File: src/rtl/ekm_ram.sv
// generic single write port ram with registered read
// no dependencies
`default_nettype none
module ekm_ram #(
  parameter int WIDTH = 8,
  parameter int DEPTH = 256
) (
  input  wire logic                     clk,
  input  wire logic                     wr_en,
  input  wire logic [$clog2(DEPTH)-1:0] wr_addr,
  input  wire logic [WIDTH-1:0]         wr_data,
  input  wire logic [$clog2(DEPTH)-1:0] rd_addr,
  output logic      [WIDTH-1:0]         rd_data
);

  logic [WIDTH-1:0] mem [DEPTH];

  always_ff @(posedge clk) begin
    if (wr_en) begin
      mem[wr_addr] <= wr_data;
    end
    rd_data <= mem[rd_addr];
  end

endmodule
`default_nettype wire

File: config.mk
export PLATFORM = sky130hd
export DESIGN_NAME = ekm_ram
export DESIGN_NICKNAME = d
export VERILOG_FILES = /design/src/rtl/ekm_ram.sv
export SDC_FILE = /design/constraint.sdc
export NUM_CORES = 2
export LEC_CHECK = 0
export BUFFER_PORTS_ARGS = -buffer_cell sky130_fd_sc_hd__buf_2
export CAP_MARGIN = 20
export CORE_ASPECT_RATIO = 1.2
export CORE_MARGIN = 2
export CORE_UTILIZATION = 24
export DETAILED_ROUTE_END_ITERATION = 10
export PLACE_DENSITY = 0.37
export SYNTH_ARGS = -nofsm -noshare
export SYNTH_HDL_FRONTEND = slang
export SYNTH_SLANG_ARGS = --single-unit
File: constraint.sdc
create_clock -name clk -period 3.5 [get_ports clk]
set_clock_uncertainty 0.1 [all_clocks]
set_input_delay 0.875 -clock clk [delete_from_list [all_inputs] [get_ports clk]]
set_output_delay 0.875 -clock clk [all_outputs]
set_load 0.02 [all_outputs]
======== After elaboration in Yosys (flattened, before gate mapping) ========
Memory sizes are Yosys's and may differ from the RTL's. A register that Yosys moved wholly into a read port is not among the register bits.
Cells that the tools add are included.
storage, ports and cells
  bits in registers ....................... 0
  bits in writable memories ............... 2048
  bits of input ports ..................... 26
  output and inout bits ................... 8
  word-level logic and storage cells ...... 3
  memories kept ........................... 1
memories
  memory  words  width  read ports  clocked after Yosys merged registers in  write ports  RTL line  RTL
  mem     256    8      1           1                                        1            16        logic [WIDTH-1:0] mem [DEPTH];
cells by class
  multiplexer cells ....................... 2
operator list
  operator          number
  2-to-1 mux 1 bit  2

======== Depth between registers and ports, before layout ========
  depth in word-level cells ............... 2
  depth in mapped cells ................... 11
  mapped depth without buffers ............ 6

======== Worst setup path after synthesis ========
OpenSTA, ideal clock, no wires.
  path type ............................... input port to flip-flop
  start ................................... in rd_addr[0]
  end ..................................... reg rd_data[2], read port of mem
  library setup time ...................... 131 ps
  arrival ................................. 2682 ps
  required time ........................... 3269 ps
  setup slack ............................. 587 ps
  stages .................................. 9
  path buffers ............................ 4
  cell sequence ........................... buf_6 -> buf_12 -> buf_8 -> buf_2 -> mux4_2 -> a22oi_1 -> a21oi_1 -> nor4_1 -> nor4_2
RTL lines
  item             RTL line  RTL
  start, declared  12        input wire logic [$clog2(DEPTH)-1:0] rd_addr,
  end, declared    13        output logic [WIDTH-1:0] rd_data

==> tab_implementation.tex <==
\begin{tabular}{lr}
\hline
Metric & Value \\
\hline
\multicolumn{2}{l}{\textbf{Critical path}} \\
Classification of the worst setup path & input port to flop \\
Max FO, Critical Path & 24 \\
Crit path capture type & flop \\
Arrival time worst endpoint & just over 4 ns \\
Worst EP required & $\sim$4.2 ns \\
Startpoint type of the worst setup path & input port \\
\multicolumn{2}{l}{\textbf{Clocking}} \\
Hold\_buf cts & 0 \\
Clock transition at the registers of the reported paths & roughly 0.060 ns \\
Source-to-sink clock delay at the later pin of the worst-skew pair & about 0.9 ns \\
H-tree level count & 4 \\
Post-CTS sizing & 0 \\
Clock buffer depth & 4 \\
Cts bufs inserted & 222 \\
Total number of clock tree sinks & approximately 2,100 \\
\# Post-CTS Setup Buffers & 0 \\
Root buffer cell & sky130\_fd\_sc\_hd\_\_clkbuf\_16 \\
TritonCTS clock tree & yes \\
\multicolumn{2}{l}{\textbf{Global route}} \\
Global-route wire length before repair & about 350,000 µm \\
Overall Global Routing Usage & 14.7\% \\
Initial antenna violation count & 16 \\
Number of global-route vias before repair & 41,800 \\
Pin count of the biggest net entering global routing & 91 \\
Overflow left after global routing & 0 \\
\multicolumn{2}{l}{\textbf{Routing}} \\
Per-cell via count in the routed design & roughly 4.4 \\
WL per Instance & 27.6 µm \\
First-iteration detailed-routing DRC count & 3,309 \\
DRC violations left & 0 \\
Post-detailed-route count of antenna-violating nets & 0 \\
Vias after detailed routing & approximately 40,000 \\
Drt pass-1 iters & 5 \\
Wirelength, routed & 250,000 µm \\
\multicolumn{2}{l}{\textbf{Yosys}} \\
Top cell types by occurrence after synthesis & 2,048 x sky130\_fd\_sc\_hd\_\_edfxtp\_1, 454 x sky130\_fd\_sc\_hd\_\_mux4\_2, 282 x sky130\_fd\_sc\_hd\_\_nor2\_1 \\
Post-synth ARST share & 0\% \\
Most common flop cell mapped by yosys & sky130\_fd\_sc\_hd\_\_edfxtp\_1 \\
Total standard cell area after synthesis & 79,600 µm² \\
Number of flops mapped to enable cells by yosys & 2,048 \\
Average cell area after synthesis & 21.3 µm² \\
Area leader, netlist & sky130\_fd\_sc\_hd\_\_edfxtp\_1 \\
Most frequently used cell type in the post-synthesis netlist & sky130\_fd\_sc\_hd\_\_edfxtp\_1 \\
Flip-flop and latch count after synthesis & about 2,100 \\
Unique masters post-synth & 55 \\
Total nets after synthesis & between 3,000 and 4,000 \\
Post-synthesis cell count & between 3,000 and 4,000 \\
Proportion of synthesized chip area in sequential cells & slightly below 80\% \\
Count of yosys warnings during synthesis & 0 \\
Ranking of synthesized cells by area & sky130\_fd\_sc\_hd\_\_edfxtp\_1 77\%, sky130\_fd\_sc\_hd\_\_mux4\_2 13\%, sky130\_fd\_sc\_hd\_\_mux2i\_1 1.7\%, sky130\_fd\_sc\_hd\_\_nor2\_1 1.3\%, sky130\_fd\_sc\_hd\_\_a22oi\_1 1.3\% \\
Share of Yosys cell area claimed by the top area cell type & between 70\% and 80\% \\
\multicolumn{2}{l}{\textbf{Cells and area}} \\
Utilization of the core after routing & between 20\% and 30\% \\
Number of nets in the final layout & $\sim$4,500 \\
Layout fillers & 32,300 \\
Multi-input gate area in the final layout & approximately 17,000 µm² \\
Flip-flop and latch area & between 60,000 and 70,000 µm² \\
Fraction of layout instances using a drive strength above 1 & about a third \\
Post-Layout Inst Area & 97,000 µm² \\
Layout Area Growth over Synthesis & 21.9\% \\
\multicolumn{2}{l}{\textbf{Placed design}} \\
RD Place Congestion & about 0.80 \\
DP Wirelength & between 150,000 and 200,000 µm \\
Input/output buffers & 33 \\
Instance area after placement & roughly 90,000 µm² \\
\multicolumn{2}{l}{\textbf{STA}} \\
Slew at the pin closest to its max-slew limit & approximately 1.2 ns \\
Number of endpoints failing setup at the final stage & 0 \\
Setup repair after global routing missed its margin & no \\
Final worst path period share & a little under 100\% \\
Post-layout minimum cycle time & approximately 3.4 ns \\
Worst slew margin & around 20\% \\
Highest achievable clock rate & 290 MHz \\
Final hold viol count & 0 \\
Total count of max-transition violations in the final report & 0 \\
\multicolumn{2}{l}{\textbf{Pwr}} \\
Worst ir drop on vdd & between 0.3 and 0.4 mV \\
Switching portion of total power & between 20\% and 30\% \\
Final Power & around 52 mW \\
Power share of the sequential group & between 50\% and 60\% \\
Relative contribution of combinational cells to total power & under 10\% \\
Reported net switching power & between 10 and 15 mW \\
Internal cell power & roughly 41 mW \\
Part of the power in the clock network & 42.2\% \\
Pwr/cell area & approximately 540 nW/µm² \\
Leakage Power & roughly 30 nW \\
\multicolumn{2}{l}{\textbf{Floorplanning}} \\
Row count & 231 \\
IO Pins & 34 \\
Die Width & 530 µm \\
Initial Util & roughly a quarter \\
Die height & 635 µm \\
Total die area & $\sim$340,000 µm² \\
Core footprint & $\sim$330,000 µm² \\
\multicolumn{2}{l}{\textbf{Outcome}} \\
Run status & completed \\
\multicolumn{2}{l}{\textbf{Flow run}} \\
Max-capacitance violation count & 0 \\
\multicolumn{2}{l}{\textbf{Min path}} \\
Worst hold path class & input port to flop \\
\hline
\end{tabular}
## state kept, by name, summed over array words and instances, names as in the netlist
name     flops
rd_data      8
mem       2048
## power groups by stage
stage	logic (mW)	registers [mW]	clock network, mW
final	3.05	27.2	22.1
after global routing	3.25	27.2	23.7
after CTS	3.16	27.2	22.9
after detailed placement	3.16	27.7	0
after global placement	3.15	27.7	0
after floorplan	1.32	27.7	0
## cells in the final DEF, fill, tap and decap left out, types with 5 or more instances in the layout
master / n
sky130_fd_sc_hd__nand2_1: 33
sky130_fd_sc_hd__nor2_1: 279
sky130_fd_sc_hd__mux2i_1: 134
sky130_fd_sc_hd__nand2b_1: 8
sky130_fd_sc_hd__o211ai_1: 10
sky130_fd_sc_hd__buf_12: 83
sky130_fd_sc_hd__o22a_1: 5
sky130_fd_sc_hd__edfxtp_1: 2048
sky130_fd_sc_hd__bufinv_16: 9
sky130_fd_sc_hd__nor4_1: 21
sky130_fd_sc_hd__nand3_2: 9
sky130_fd_sc_hd__a22o_1: 8
sky130_fd_sc_hd__clkinv_2: 37
sky130_fd_sc_hd__clkbuf_1: 45
sky130_fd_sc_hd__buf_8: 10
sky130_fd_sc_hd__o21ai_0: 10
sky130_fd_sc_hd__nand4_1: 10
sky130_fd_sc_hd__clkbuf_16: 224
sky130_fd_sc_hd__a221oi_1: 13
sky130_fd_sc_hd__diode_2: 12
sky130_fd_sc_hd__dfxtp_1: 8
sky130_fd_sc_hd__buf_4: 617
sky130_fd_sc_hd__a21oi_1: 96
sky130_fd_sc_hd__a22oi_1: 133
sky130_fd_sc_hd__o221ai_1: 46
sky130_fd_sc_hd__clkinv_1: 58
sky130_fd_sc_hd__nor2b_1: 28
sky130_fd_sc_hd__nand3_1: 25
sky130_fd_sc_hd__buf_2: 22
sky130_fd_sc_hd__mux4_2: 454
sky130_fd_sc_hd__o22ai_1: 28
sky130_fd_sc_hd__nor3_1: 22
sky130_fd_sc_hd__nor4_2: 6
sky130_fd_sc_hd__a211oi_1: 16
sky130_fd_sc_hd__clkbuf_8: 5
## metrics by stage
stage	hold slack, ns	std cells	setup slack [ns]	TNS, ns
floorplan	0.670	3733	0.587	0
global placement	0.944	8657	-1.07	-6.10
detailed placement	0.937	8660	-0.826	-4.82
CTS	0.248	9047	0.115	0
global route	0.256	9057	0.0204	0
finish	0.290	9059	0.0559	0
## cell type report
type / instances / area share, %
antenna: 12 / 0.0310
clock buffer: 274 / 6.03
inverter: 2 / 0.00774
tap: 4427 / 5.71
timing repair buffer: 733 / 6.76
clock inverter: 113 / 0.804
multi-input combinational: 1442 / 17.1
sequential: 2056 / 63.6
## worst paths after layout
check                             start               endpoint  slack [ns]  cells after the start
setup / recovery             rd_addr[0]     rd_data[7]$_DFF_P_        0.06                     12
setup reg to reg   mem[83][5]$_DFFE_PP_     rd_data[5]$_DFF_P_        0.39                      9
hold reg to reg   mem[214][6]$_DFFE_PP_     rd_data[6]$_DFF_P_        0.96                      5
hold / removal               wr_data[3]  mem[202][3]$_DFFE_PP_        0.29                      1
## critical path: stages
cell and delay [ns]:
sky130_fd_sc_hd__buf_8 0.20, sky130_fd_sc_hd__buf_12 0.25, sky130_fd_sc_hd__buf_12 0.25, sky130_fd_sc_hd__buf_4 0.20, sky130_fd_sc_hd__mux2i_1 0.23, sky130_fd_sc_hd__o22ai_1 0.11
sky130_fd_sc_hd__o21ai_0 0.20, sky130_fd_sc_hd__buf_4 0.14, sky130_fd_sc_hd__nand3_1 0.20, sky130_fd_sc_hd__nor4_1 1.05, sky130_fd_sc_hd__buf_4 0.26, sky130_fd_sc_hd__nor4_1 0.05
## metal layers
layer | up-vias | wire length (µm) | global-route usage (%)
li1 | 17200 | - | -
met1 | 21700 | 104000 | 18.6
met2 | 775 | 130000 | 26.2
met3 | 320 | 8750 | 1.91
met4 | 4 | 6680 | 4.17
met5 | - | 23 | 0
## logic make-up (layout without fill, tap and decap cells)
| kind of cell | count (synthesis) | in the layout | synth area share, % |
|---|---|---|---|
| flops | 2056 | 2056 | 77.5 |
| other cells | 0 | 12 | 0 |
| buf+inv | 235 | 1122 | 1.83 |
| simple gates | 466 | 466 | 2.63 |
| compound gates | 385 | 385 | 3.42 |
| mux | 591 | 591 | 14.6 |
Power figures use the tool's default switching activity.
